==> src/hw/rtl/aebu_pkg.sv <==
// ----------------------------------------------------------------------------
// aebu_pkg
// Shared types, codes and constants of the ADC event block unpacker.
// ----------------------------------------------------------------------------
`default_nettype none

package aebu_pkg;

  // Default geometry of the histogram store
  localparam int NUM_CHANNELS_DEF = 32;
  localparam int HIST_BINS_DEF    = 4096;

  // Event list length; the last slot absorbs every later hit
  localparam int MAX_HITS = 96;
  localparam logic [6:0] HIT_LAST = 7'(MAX_HITS - 1);

  // Field widths of the stream word and of the result item
  localparam int LEN_W   = 13;
  localparam int CH_FW   = 5;
  localparam int VAL_FW  = 12;
  localparam int SLOT_W  = 7;
  localparam int CNT_W   = 32;

  // Result queue
  localparam int RQ_DEPTH = 3;
  localparam int RQ_CNT_W = $clog2(RQ_DEPTH + 1);
  localparam int RQ_IDX_W = $clog2(RQ_DEPTH);

  // Command codes
  localparam logic [1:0] CMD_NEW  = 2'd0;
  localparam logic [1:0] CMD_DATA = 2'd1;
  localparam logic [1:0] CMD_READ = 2'd2;

  // Result kinds
  localparam logic [1:0] KIND_NONE = 2'd0;
  localparam logic [1:0] KIND_HIT  = 2'd1;
  localparam logic [1:0] KIND_READ = 2'd2;

  typedef enum logic [1:0] {
    PH_HEADER = 2'd0,
    PH_MODHDR = 2'd1,
    PH_DATA   = 2'd2,
    PH_BROKEN = 2'd3
  } phase_t;

  typedef struct packed {
    logic [1:0]        kind;
    logic [CH_FW-1:0]  hit_channel;
    logic [VAL_FW-1:0] hit_value;
    logic [SLOT_W-1:0] hit_slot;
    logic              block_done;
    logic [CNT_W-1:0]  broken_total;
    logic [CNT_W-1:0]  bin_count;
  } result_t;

  // Histogram access issued with an accepted item
  typedef struct packed {
    logic inc;
    logic rd;
  } hist_op_t;

endpackage

`default_nettype wire

==> src/hw/rtl/aebu_rq.sv <==
// ----------------------------------------------------------------------------
// aebu_rq
// Result queue: a short shift queue whose head register drives the output.
// ----------------------------------------------------------------------------
`default_nettype none

module aebu_rq (
  input  wire logic                          clk,
  input  wire logic                          rst,
  input  wire logic                          push,
  input  wire aebu_pkg::result_t             din,
  input  wire logic                          pop,
  output aebu_pkg::result_t                  dout,
  output logic [aebu_pkg::RQ_CNT_W-1:0]      count
);

  aebu_pkg::result_t                ent [aebu_pkg::RQ_DEPTH];
  logic [aebu_pkg::RQ_IDX_W-1:0]    wr_idx;
  logic [aebu_pkg::RQ_CNT_W-1:0]    count_next;

  assign wr_idx     = aebu_pkg::RQ_IDX_W'(count - aebu_pkg::RQ_CNT_W'(pop));
  assign count_next = count + aebu_pkg::RQ_CNT_W'(push) - aebu_pkg::RQ_CNT_W'(pop);

  always_ff @(posedge clk) begin
    if (rst) begin
      count <= '0;
    end else begin
      count <= count_next;
    end
  end

  // each entry takes the new item, its successor or holds
  always_ff @(posedge clk) begin
    for (int i = 0; i < aebu_pkg::RQ_DEPTH - 1; i++) begin
      if (push && (wr_idx == aebu_pkg::RQ_IDX_W'(i))) begin
        ent[i] <= din;
      end else if (pop) begin
        ent[i] <= ent[i + 1];
      end
    end
    if (push && (wr_idx == aebu_pkg::RQ_IDX_W'(aebu_pkg::RQ_DEPTH - 1))) begin
      ent[aebu_pkg::RQ_DEPTH - 1] <= din;
    end
  end

  assign dout = ent[0];

endmodule

`default_nettype wire

==> config.mk <==
export PLATFORM = sky130hd
export DESIGN_NAME = aebu_rq
export DESIGN_NICKNAME = d
export VERILOG_FILES = /design/src/hw/rtl/aebu_pkg.sv /design/src/hw/rtl/aebu_rq.sv
export SDC_FILE = /design/constraint.sdc
export NUM_CORES = 1
export LEC_CHECK = 0
export BUFFER_PORTS_ARGS = -buffer_cell sky130_fd_sc_hd__buf_2
export CAP_MARGIN = 10
export CELL_PAD_IN_SITES_DETAIL_PLACEMENT = 1
export CELL_PAD_IN_SITES_GLOBAL_PLACEMENT = 2
export CORE_UTILIZATION = 42
export CTS_CLUSTER_DIAMETER = 50
export DETAILED_ROUTE_END_ITERATION = 8
export GPL_TIMING_DRIVEN = 0
export PLACE_DENSITY_LB_ADDON = 0.1
export REMOVE_ABC_BUFFERS = 1
export SYNTH_ARGS = -nofsm -noshare
export SYNTH_HDL_FRONTEND = slang
export SYNTH_SLANG_ARGS = --single-unit
==> constraint.sdc <==
create_clock -name clk -period 7.4 [get_ports clk]
set_input_delay 0.74 -clock clk [delete_from_list [all_inputs] [get_ports clk]]
set_output_delay 0.74 -clock clk [all_outputs]
set_load 0.02 [all_outputs]
# After elaboration in Yosys (flattened, before gate mapping)
# Memory sizes are Yosys's and may differ from the RTL's.
# Index checks and enable logic that the tools add are counted.
# totals
reg_bits	2
ramBits	273
out_inout_bits	93
elab_cells	26
memories	1
# mem_list
name	words	width	rd	rd_ports_with_merged_regs	write_ports	line_no	text
ent	3	91	3	0	3	aebu_rq.sv:17	aebu_pkg::result_t ent [aebu_pkg::RQ_DEPTH];
# op_classes
n_addsub	3
n_eq_ne	2
mux	13
bitwise	2
reduce_logical	4
# ops
operator	n
2-to-1 mux 91 bit	2
2-to-1 mux 1 bit	11
subtractor 2 x 1 -> 2 bit	2
logical AND 1 bit	3
adder 2 x 1 -> 2 bit	1
== test 2 x 1 -> 1 bit, second input constant	1
== test 2 bit, second input constant	1
logical NOT 2 bit	1
bitwise OR 1 bit	2

# Depth between registers and ports, before layout
# depth
ltp_word	6
ltp_mapped	6
ltp_nobuf	6

# Worst setup path after synthesis
# Ideal clock, no wire load.
# synth_path
path_kind	input to register
from	in pop
to	mem ent[0][0] (netlist name) (enable)
setup_ns	0.559
arrival_time_ns	5.483
t_required_ns	6.841
setup_slack_ns	1.357
stages	3
n_path_buf	0
path_cell_list	ha_1 > xor2_4 > o21bai_1
# synth_lines
item	line_no	text
start, declared	aebu_rq.sv:12	input wire logic pop,
end, declared	aebu_rq.sv:17	

==> metrics.csv <==
stage,metric,value,unit
run_status,status,"complete, but fails checks",
run_status,violations,DRC,
routing,wl_met3,1640,um
synthesis,synth.distinct_cells,16,
synthesis,synth_compound_area_share,0.4206,%
synthesis,synth_top_family_by_area,multiplexers,
synthesis,yosys.area_share.xor_xnor,0.3210,%
routing,num_vias,5302,
hold_path,hp-start,rst,
routing,wl_met1,9115,um
grt,grt_pass1_wl,35160,um
critical_path,r2r_cells,7,
critical_path,r2r_start,count[0],
floorplan,core_area,26210,um^2
cts,path_clk_slew,0.05,ns
routing,routed_via_density,4.941,
grt,grt_overflow,0,
critical_path,cp_max_fo,24,
critical_path,cp.required,7.65,ns
grt,grt_pass1_vias,6060,
critical_path,worst_ep_arrival_time,3.15,ns
power_and_ir_drop,p_per_area,322.2,nW/um^2
final_layout,layout-drive-gt1-share,57.14,%
power_and_ir_drop,p_total,0.004274,W
critical_path,start_kind,input port,
sta,rsz0062_at_grt,no,
grt,antenna_found_initial,3,
job,drv_cap,0,
synthesis,synth_warnings,0,
critical_path,r2r-end,ent[0][17],
routing,postRouteAntennaNets,0,
floorplan,dieArea,27580,um^2
placed_design,dp_cells,1010,
cts,cts_made_buffers,35,
cts,cts_tree,done,
final_layout,nNetsFinal,809,
critical_path,regToRegSetupSlack,4.57,ns
synthesis,synth_area,11300,um^2
sta,setup_violations,0,
final_layout,fin_cells,1073,
synthesis,avgSynthCellArea,19.46,um^2
sta,finalCriticalPeriod,2.907,ns
routing,highest_layer,met5,
placed_design,gp_congestion,0.6917,
routing,firstDrtPassIters,6,
synthesis,synth-simple-area-share,0.2324,%
power_and_ir_drop,power_leakage,4.868,nW
cts,htreeDepth,2,
sta,worst_pin_slew,1.019,ns
sta,fin_skew,0.01538,ns
sta,slew_violations,0,
cts,clkLatencyLatePin,0.50,ns
final_layout,finalCoreUtilization,50.61,%
power_and_ir_drop,peakVddDrop,0.0002166,V
cts,post_cts.repair.setup_buffers,0,
placed_design,hpwl,14510,um
floorplan,io_pins,188,
sta,max_clock_freq,344.0,MHz
grt,track_usage,16.64,%
synthesis,postSynthCellCount,581,
synthesis,synth_fa_ha_area_share,0.2214,%
sta,fin_crit_sh,39.29,%
final_layout,area_growth,17.33,%
routing,post_drt_wl_per_cell,20.50,um
sta,slew_headroom,31.81,%
cts,hold_buffers,0,
hold_path,min_to,count[1],
cts,clockRootBuffer,clkbuf_16,
hold_path,hp-class,input port to flip-flop,
routing,wl_met2,10740,um
floorplan,die_x,166.1,um
floorplan,fp-row-count,59,
grt,grt_start_max_net_pins,29,
cts,cts.path.max_buffers,3,
routing,wl,22000,um
critical_path,endpoint_kind,flip-flop,
cts,ctsResizeCount,0,
synthesis,synth_mux_area_share,18.13,%
critical_path,crit_type,input port to flip-flop,
sta,hold_viol_final,0,
routing,drc_errors,22,
cts,cts.sinks,275,
hold_path,min_path_cells,2,
floorplan,die_h,166.1,um
synthesis,synth.yosys.seq_area_share,72.87,%
floorplan,start_util,43.14,%
routing,drtIter0Drc,326,
synthesis,ys_seq_elements,275,
placed_design,portBuffers,187,
-- kinds of logic after synthesis --
family / count (synthesis)
flip-flops: 275
multiplexers: 182
buffers and inverters: 111
AND/OR/NAND/NOR: 5
AO/OA/AOI/OAI: 4
XOR/XNOR: 2
adder cells (fa/ha/maj): 2
-- worst max path at each step --
stage                     from           to  slack, ns
after floorplan            pop    ent[0][0]       1.36
after global routing       pop   ent[0][25]       4.38
after CTS                  pop    ent[0][2]       4.47
after global placement     pop  ent[0][129]      -2.18
final                      pop   ent[0][17]       4.49
after detailed placement   pop   ent[0][17]       3.94
-- critical path, cell delays in order --
cell     delay [ns]
buf_2          0.15
ha_1           0.28
xor2_4         0.25
o21ai_4        0.83
buf_12         0.29
buf_12         0.20
mux2_2         0.36
-- sequential cells by signal, indices dropped and copies added, names as in the netlist --
register and flops:
count 2, ent 273
-- report_power, final --
group	internal [W]	switching [W]	total, W
Clock	0.000983	0.000623	0.00161
Sequential	0.00198	0.0000521	0.00204
Combinational	0.000265	0.000367	0.000632
Total	0.00323	0.00104	0.00427
-- final cells by class --
| cell class | instances | area, um^2 |
|---|---|---|
| Clock buffer | 46 | 959.7 |
| Clock inverter | 14 | 131.4 |
| Sequential cell | 275 | 8238 |
| Timing Repair Buffer | 203 | 1286 |
| Tap cell | 335 | 419.2 |
| Multi-Input combinational cell | 195 | 2215 |
| Antenna cell | 3 | 7.507 |
| Inverter | 2 | 7.507 |
| Fill cell | 2402 | 12940 |
-- cell usage after synthesis (all sizes together) --
library cell	instances	area share [%]
buf	109	7.7
dfxtp	2	0.35
edfxtp	273	73
ha	2	0.22
inv	2	0.066
mux2	182	18
nand2	1	0.033
nand2b	1	0.055
nor2	1	0.033
nor2b	2	0.11
o21ai	2	0.29
o21bai	2	0.13
xnor2	1	0.077
xor2	1	0.24
-- per-stage QoR --
step | setup WS (ns) | hold WS [ns] | area [um^2] | TNS [ns]
3_3_place_gp | -2.184 | 0.5095 | 11790 | -555.92
6_report | 4.493 | 0.4183 | 13260 | 0
3_5_place_dp | 3.939 | 0.5181 | 12170 | 0
2_1_floorplan | 1.357 | 0.5014 | 10430 | 0
5_1_grt | 4.385 | 0.4048 | 13260 | 0
4_1_cts | 4.474 | 0.3925 | 13260 | 0
-- per-layer routing --
layer,track usage (%),up-vias
met5,0,-
met1,20.95,2698
met4,5.607,2
li1,-,2407
met3,4.838,40
met2,27.54,155
-- placed cells by master, fill, tap and decap left out --
cell | synthesis | layout
dfxtp_1 | 2 | 2
buf_16 | 0 | 4
nand2b_1 | 1 | 1
clkbuf_16 | 0 | 37
clkinv_4 | 0 | 2
clkinv_1 | 0 | 4
buf_2 | 0 | 187
xor2_4 | 1 | 1
nor2b_4 | 0 | 1
inv_1 | 2 | 2
xnor2_1 | 1 | 1
o21bai_4 | 0 | 2
mux2_2 | 164 | 164
nor2b_1 | 2 | 1
nor2_1 | 1 | 1
clkinv_2 | 0 | 3
bufinv_16 | 0 | 2
inv_6 | 0 | 1
ha_1 | 2 | 2
nand2_1 | 1 | 1
mux2_1 | 18 | 18
clkinvlp_4 | 0 | 2
o21ai_4 | 2 | 2
diode_2 | 0 | 3
clkbuf_1 | 0 | 9
buf_12 | 0 | 12
edfxtp_1 | 273 | 273
No activity file was read; power rests on OpenSTA's default activity.
