[config.mk]
export PLATFORM = sky130hd
export DESIGN_NAME = aebu_parse
export DESIGN_NICKNAME = d
export VERILOG_FILES = /design/src/hw/rtl/aebu_pkg.sv /design/src/hw/rtl/aebu_parse.sv
export SDC_FILE = /design/constraint.sdc
export NUM_CORES = 1
export LEC_CHECK = 0
export BUFFER_PORTS_ARGS = -buffer_cell sky130_fd_sc_hd__buf_2
export CAP_MARGIN = 30
export CORE_UTILIZATION = 39
export CTS_BUF_LIST = sky130_fd_sc_hd__clkbuf_2
export DETAILED_ROUTE_END_ITERATION = 8
export PLACE_DENSITY = 0.67
export SLEW_MARGIN = 20
export SYNTH_ARGS = -nofsm -noshare
export SYNTH_HDL_FRONTEND = slang
export SYNTH_SLANG_ARGS = --single-unit
[constraint.sdc]
create_clock -name clk -period 5.26 [get_ports clk]
set_input_delay 0.789 -clock clk [delete_from_list [all_inputs] [get_ports clk]]
set_output_delay 0.789 -clock clk [all_outputs]
set_load 0.005 [all_outputs]
[src/hw/rtl/aebu_pkg.sv]
// ----------------------------------------------------------------------------
// aebu_pkg
// Shared types, codes and constants of the ADC event block unpacker.
// ----------------------------------------------------------------------------
`default_nettype none

package aebu_pkg;

  // Default geometry of the histogram store
  localparam int NUM_CHANNELS_DEF = 32;
  localparam int HIST_BINS_DEF    = 4096;

  // Event list length; the last slot absorbs every later hit
  localparam int MAX_HITS = 96;
  localparam logic [6:0] HIT_LAST = 7'(MAX_HITS - 1);

  // Field widths of the stream word and of the result item
  localparam int LEN_W   = 13;
  localparam int CH_FW   = 5;
  localparam int VAL_FW  = 12;
  localparam int SLOT_W  = 7;
  localparam int CNT_W   = 32;

  // Result queue
  localparam int RQ_DEPTH = 3;
  localparam int RQ_CNT_W = $clog2(RQ_DEPTH + 1);
  localparam int RQ_IDX_W = $clog2(RQ_DEPTH);

  // Command codes
  localparam logic [1:0] CMD_NEW  = 2'd0;
  localparam logic [1:0] CMD_DATA = 2'd1;
  localparam logic [1:0] CMD_READ = 2'd2;

  // Result kinds
  localparam logic [1:0] KIND_NONE = 2'd0;
  localparam logic [1:0] KIND_HIT  = 2'd1;
  localparam logic [1:0] KIND_READ = 2'd2;

  typedef enum logic [1:0] {
    PH_HEADER = 2'd0,
    PH_MODHDR = 2'd1,
    PH_DATA   = 2'd2,
    PH_BROKEN = 2'd3
  } phase_t;

  typedef struct packed {
    logic [1:0]        kind;
    logic [CH_FW-1:0]  hit_channel;
    logic [VAL_FW-1:0] hit_value;
    logic [SLOT_W-1:0] hit_slot;
    logic              block_done;
    logic [CNT_W-1:0]  broken_total;
    logic [CNT_W-1:0]  bin_count;
  } result_t;

  // Histogram access issued with an accepted item
  typedef struct packed {
    logic inc;
    logic rd;
  } hist_op_t;

endpackage

`default_nettype wire

[src/hw/rtl/aebu_parse.sv]
// ----------------------------------------------------------------------------
// aebu_parse
// Block parser: tracks header/data phase, word count, event list slot and
// broken-block count; issues the histogram access of each item.
// ----------------------------------------------------------------------------
`default_nettype none

module aebu_parse #(
  parameter int NUM_CHANNELS = aebu_pkg::NUM_CHANNELS_DEF,
  parameter int HIST_BINS    = aebu_pkg::HIST_BINS_DEF,
  localparam int CH_W        = (NUM_CHANNELS > 1) ? $clog2(NUM_CHANNELS) : 1,
  localparam int BIN_W       = $clog2(HIST_BINS),
  localparam int ADDR_W      = CH_W + BIN_W
) (
  input  wire logic                        clk,
  input  wire logic                        rst,
  input  wire logic                        accept,
  input  wire logic [1:0]                  cmd,
  input  wire logic [31:0]                 word,
  input  wire logic [aebu_pkg::CH_FW-1:0]  read_channel,
  input  wire logic [aebu_pkg::VAL_FW-1:0] read_bin,
  output aebu_pkg::result_t                res,
  output aebu_pkg::hist_op_t               op,
  output logic [ADDR_W-1:0]                addr
);

  localparam logic [aebu_pkg::CH_FW:0]  CH_LIM  = (aebu_pkg::CH_FW + 1)'(NUM_CHANNELS);
  localparam logic [aebu_pkg::VAL_FW:0] BIN_LIM = (aebu_pkg::VAL_FW + 1)'(HIST_BINS);

  aebu_pkg::phase_t                 phase, phase_next;
  logic [aebu_pkg::LEN_W-1:0]       words_left, words_left_next;
  logic [aebu_pkg::SLOT_W-1:0]      hit_count, hit_count_next;
  logic [aebu_pkg::CNT_W-1:0]       broken_count, broken_count_next;

  logic [aebu_pkg::LEN_W-1:0]       len;
  logic [aebu_pkg::LEN_W-1:0]       wl_dec;
  logic [aebu_pkg::CH_FW-1:0]       hit_ch;
  logic [aebu_pkg::VAL_FW-1:0]      hit_val;
  logic                             is_hit;
  logic                             hit_in_range;
  logic                             rd_in_range;

  assign len     = word[aebu_pkg::LEN_W-1:0];
  assign wl_dec  = words_left - aebu_pkg::LEN_W'(1);
  assign hit_ch  = word[20:16];
  assign hit_val = word[11:0];
  assign is_hit  = (word[26:21] == 6'd0);

  assign hit_in_range = ({1'b0, hit_ch} < CH_LIM) && ({1'b0, hit_val} < BIN_LIM);
  assign rd_in_range  = ({1'b0, read_channel} < CH_LIM) && ({1'b0, read_bin} < BIN_LIM);

  always_ff @(posedge clk) begin
    if (rst) begin
      phase        <= aebu_pkg::PH_HEADER;
      words_left   <= '0;
      hit_count    <= '0;
      broken_count <= '0;
    end else begin
      phase        <= phase_next;
      words_left   <= words_left_next;
      hit_count    <= hit_count_next;
      broken_count <= broken_count_next;
    end
  end

  always_comb begin
    phase_next        = phase;
    words_left_next   = words_left;
    hit_count_next    = hit_count;
    broken_count_next = broken_count;
    res               = '0;
    res.kind          = aebu_pkg::KIND_NONE;
    op                = '0;
    addr              = {read_channel[CH_W-1:0], read_bin[BIN_W-1:0]};

    if (accept) begin
      unique case (cmd)
        aebu_pkg::CMD_NEW: begin
          hit_count_next  = '0;
          words_left_next = '0;
          phase_next      = aebu_pkg::PH_HEADER;
        end
        aebu_pkg::CMD_DATA: begin
          unique case (phase)
            aebu_pkg::PH_HEADER: begin
              if (len > aebu_pkg::LEN_W'(1)) begin
                words_left_next = len - aebu_pkg::LEN_W'(1);
                phase_next      = aebu_pkg::PH_MODHDR;
              end else if (len == aebu_pkg::LEN_W'(1)) begin
                broken_count_next = broken_count + aebu_pkg::CNT_W'(1);
                phase_next        = aebu_pkg::PH_BROKEN;
              end else begin
                res.block_done = 1'b1;
              end
            end
            aebu_pkg::PH_MODHDR: begin
              phase_next = aebu_pkg::PH_DATA;
            end
            aebu_pkg::PH_DATA: begin
              if (is_hit) begin
                res.kind        = aebu_pkg::KIND_HIT;
                res.hit_channel = hit_ch;
                res.hit_value   = hit_val;
                res.hit_slot    = hit_count;
                // saturate on the last event list slot
                if (hit_count >= aebu_pkg::HIT_LAST) begin
                  hit_count_next = aebu_pkg::HIT_LAST;
                end else begin
                  hit_count_next = hit_count + aebu_pkg::SLOT_W'(1);
                end
                op.inc = hit_in_range;
                addr   = {hit_ch[CH_W-1:0], hit_val[BIN_W-1:0]};
              end
              words_left_next = wl_dec;
              if (wl_dec == '0) begin
                phase_next     = aebu_pkg::PH_HEADER;
                res.block_done = 1'b1;
              end
            end
            aebu_pkg::PH_BROKEN: begin
              phase_next     = aebu_pkg::PH_HEADER;
              res.block_done = 1'b1;
            end
          endcase
        end
        aebu_pkg::CMD_READ: begin
          res.kind = aebu_pkg::KIND_READ;
          op.rd    = rd_in_range;
        end
        default: begin
        end
      endcase
    end

    res.broken_total = broken_count_next;
  end

endmodule

`default_nettype wire

# After elaboration in Yosys (flattened, before gate mapping)
# Index checks and enable logic that the tools add are counted.
[totals]
output_inout_bits = 110
reg_bits = 54
elab_cells = 65
inputBits = 54
[classes]
order_cmp = 2
n_mux = 35
eq_ne = 12
n_addsub = 4
n_reduce_logical = 8
[ops]
columns = ["operator", "n"]
rows = [
  ["$mux W32", 5],
  ["$mux W25", 3],
  ["$mux W17", 4],
  ["$pmux W13 S2", 2],
  ["$add A32 B1 Y32 const B", 1],
  ["$mux W27", 1],
  ["$sub A13 B1 Y13 const B", 2],
  ["$mux W7", 3],
  ["$pmux W7 S2", 1],
  ["$eq A13 B1 Y1 const B", 1],
  ["$gt A13 B1 Y1 const B", 1],
  ["$logic_not A13 Y1", 1],
  ["$mux W13", 1],
  ["$reduce_and A4 Y1", 3],
  ["$mux W2", 4],
  ["$pmux W2 S2", 2],
  ["$pmux W2 S4", 1],
  ["$add A7 B1 Y7 const B", 1],
  ["$ge A7 B7 Y1 const B", 1],
  ["$mux W1", 7],
  ["$eq A2 B2 Y1 const B", 3],
  ["$logic_not A6 Y1", 1],
  ["$ne A3 B3 Y1 const B", 2],
  ["$eq A2 B1 Y1 const B", 2],
  ["other kinds (7)", 8],
]

# Longest topological paths before layout
[logic_depth]
ltp_word = 6
mapped_depth = 11
mapped_depth_nobuf = 8

# Least setup slack after synthesis
# No wires, ideal clock.
[synth_path]
path_type = "input to output"
from = "in word[1]"
to = "out res[55] (netlist bit)"
arrival_ps = 2527
cell_stages = 8
required_ps = 4471
slack_ps = 1944
cell_sequence = "inv_1 -> ha_1 -> or4b_2 -> nor3_1 -> and2_1 -> clkbuf_1 -> nand4_1 -> xnor2_1"
[synth_lines]
columns = ["element", "line_no", "text"]
rows = [
  ["start, declared", "aebu_parse.sv:19", "input wire logic [31:0] word,"],
  ["end, declared", "aebu_parse.sv:22", "output aebu_pkg::result_t res,"],
]

==> impl_metrics.env <==
export IMPL_grt_remaining_overflow=0
export IMPL_cp_max_fo=6
export IMPL_leakage_nw=2.19
export IMPL_antenna_found_initial=0
export IMPL_post_dp_hpwl_um=8370
export IMPL_numCtsBuffers=5
export IMPL_wl_per_cell_um=14.7
export IMPL_power_density_nw_per_um2=169
export IMPL_syn_to_final_growth_pct=16.4
export IMPL_synthCells=500
export IMPL_io_buffers=123
export IMPL_hold_path_depth=1
export IMPL_crit_slowest_cell="or4b_2"
export IMPL_cts_resized=0
export IMPL_netlist_top_cell_by_area="dfxtp_1"
export IMPL_setup_ws_ns=1.28
export IMPL_critPathRequiredTime_ns=4.47
export IMPL_cts_tree="built"
export IMPL_first_global_vias=3583
export IMPL_first_iter_violations=252
export IMPL_post_place_ws_ns=1.31
export IMPL_post_route_period_util_pct=75.7
export IMPL_synth_edf_count=0
export IMPL_max_slew_margin_rel_pct=39.7
export IMPL_num_rows=36
export IMPL_postLayoutCellArea_um2=4590
export IMPL_avgSynthCellArea_um2=7.89
export IMPL_power_total_mw=0.774
export IMPL_ir_worst_vdd_v=0.000126
export IMPL_cts_sinks=54
export IMPL_setup_viol=0
export IMPL_path_cells="buf_2 -> inv_1 -> ha_1 -> or4b_2 -> nor3_1 -> and2_1 -> nand4_1 -> xnor2_1 -> buf_2"
export IMPL_fill_cells=1003
export IMPL_holdBufCountCts=0
export IMPL_slowest_delay_ns=0.60
export IMPL_clk_path_buf_depth=2
export IMPL_crit_arrival_ns=3.19
export IMPL_outcome="complete, no violations"
export IMPL_die_h_um=103
export IMPL_synth_area_leaders="dfxtp_1 27%, and2_1 9.5%, xnor2_1 6.9%, buf_4 6.3%, a21o_1 3.6%"
export IMPL_synthArstFlopShare_pct=0
export IMPL_ys_types=63
export IMPL_max_freq_mhz=251
export IMPL_die_w_um=103
export IMPL_htreeDepth=2
export IMPL_rsz0062_at_grt="no"
export IMPL_drtPass1Iterations=5
export IMPL_cp_common_cell="buf_2"
export IMPL_r2r_setup_slack_ns=2.64
export IMPL_final_nets=669
export IMPL_min_to="words_left[12]"
export IMPL_drc_errors=0
export IMPL_dp_cells=735
export IMPL_start_util_pct=40.4
export IMPL_layout_cells_non_filler=743
export IMPL_grt_pass1_wl_um=17400
export IMPL_track_usage_pct=20.9
export IMPL_drive_gt1_share_pct=25.4
export IMPL_antenna_cells=0
export IMPL_dr_total_vias=3931
export IMPL_core_area_um2=9770
export IMPL_tightest_slew_ns=0.902
export IMPL_worst_clock_skew_ns=0.0220
export IMPL_grt_max_degree=37
export IMPL_critPathLaunchType="primary input"
export IMPL_hold_viol=0
export IMPL_setup_tns_final_ns=0
export IMPL_die_area_um2=10500
export IMPL_synth_ff_type="dfxtp_1"
export IMPL_drt_total_wl_um=11000
export IMPL_period_needed_ns=3.98
export IMPL_clockRootBuffer="clkbuf_2"
export IMPL_placed_cell_area_um2=4530
export IMPL_postCtsSetupRepairBufs=0
export IMPL_worstRegToRegCells=8
export IMPL_timing_rr_end="phase[1]"
export IMPL_ys_ff_latch=54
export IMPL_startpoint="word[1]"
export IMPL_reg2reg_from="words_left[0]"
export IMPL_syn_area_um2=3950
export IMPL_drv_slew=0
export IMPL_min_from="words_left[12]"
export IMPL_ys_seq_area_share_pct=27.4
export IMPL_hold_path_class="register to register"
export IMPL_clk_latency_ns=0.47
export IMPL_antenna_left=0
export IMPL_critPathCaptureType="output pin"
export IMPL_io_pin_count=164
export IMPL_synth_warnings=0
export IMPL_max_cap_violations=0
export IMPL_clkSlewWorstSetupHoldPaths_ns=0.31
export IMPL_path_class="primary input to output pin"
export IMPL_vias_per_cell=5.29
export IMPL_synth_top_area_share_pct=27.4
export IMPL_gp_congestion=0.887
[metrics by stage]
| step | hold WS [ns] | util (%) |
|---|---|---|
| finish | 0.547 | 47.0 |
| global placement | 0.474 | 46.3 |
| global route | 0.570 | 47.0 |
| detailed placement | 0.491 | 46.3 |
| CTS | 0.548 | 47.0 |
| floorplan | 0.462 | - |
[layer usage]
layer  track usage [%]  vias to the layer above  part of all wire [%]
li1                  -                     1916                     -
met1              27.2                     1820                    44
met4              4.95                        0                  0.82
met3              2.98                       11                   6.1
met5                 0                        -                     0
met2              36.4                      184                    49
[cell families (layout without fill, tap and decap cells)]
family / after synthesis / after routing / synth area share [%]
mux: 2 / 2 / 0.539
fa+ha+maj: 6 / 6 / 1.90
flops: 54 / 54 / 27.4
compound gates: 90 / 90 / 16.1
simple gates: 234 / 234 / 34.3
other cells: 1 / 32 / 0.0951
buf+inv: 69 / 148 / 9.96
xor+xnor: 44 / 44 / 9.77
[synth_stat cells, types with 8 or more instances]
| cell type | number |
|---|---|
| clkbuf_1 | 18 |
| nor2_1 | 31 |
| nor3_1 | 9 |
| inv_1 | 14 |
| o22ai_1 | 8 |
| nand2_1 | 34 |
| dfxtp_1 | 54 |
| a21o_1 | 19 |
| xor2_1 | 13 |
| a22o_1 | 8 |
| a21oi_1 | 13 |
| and3_1 | 11 |
| and2_1 | 60 |
| buf_4 | 33 |
| nor4_1 | 12 |
| xnor2_1 | 31 |
| o21ai_0 | 20 |
| nand3_1 | 23 |
| nand4_1 | 16 |
[how the worst max path moves through the flow]
stage / to
after floorplan: res[55]
after detailed placement: res[55]
after CTS: res[55]
after global placement: res[55]
after global routing: res[55]
final: res[55]
[layout by cell type (no fill, tap or decap), drive strengths merged, types with 9 or more instances in the layout]
cell type / count
xor2: 13
nor2: 32
nor4: 13
a21oi: 13
buf: 126
inv: 14
and3: 11
a22o: 9
nor3: 9
nand3: 23
and2: 60
conb: 32
dfxtp: 54
a21o: 19
nand4: 16
o21ai: 22
xnor2: 31
nand2: 34
[final cells by class]
cell class / count / area [µm²] / share of cell area (%)
Multi-Input combinational cell: 408 / 2590 / 56.3
Sequential cell: 54 / 1080 / 23.5
Timing Repair Buffer: 126 / 638 / 13.9
Tap cell: 133 / 166 / 3.62
Inverter: 14 / 52.6 / 1.14
Clock inverter: 2 / 37.5 / 0.817
Clock buffer: 6 / 30.0 / 0.654
[report_power, final]
group,leakage [nW],switching (mW),internal [mW]
registers,0.436,0.00580,0.415
clock network,0.0392,0.146,0.0818
logic,1.71,0.0725,0.0537
[sequential cells by signal, summed over array words and instances (netlist names)]
name / flops
broken_count: 32
phase: 2
words_left: 13
hit_count: 7
[critical path, delay by kind of cell]
kind	cells	cell delay, ns
AND/OR/NAND/NOR	4	1.51
buffers and inverters	3	0.41
XOR/XNOR	1	0.25
adder cells (fa/ha/maj)	1	0.23
No activity file was read; power rests on OpenSTA's default activity.
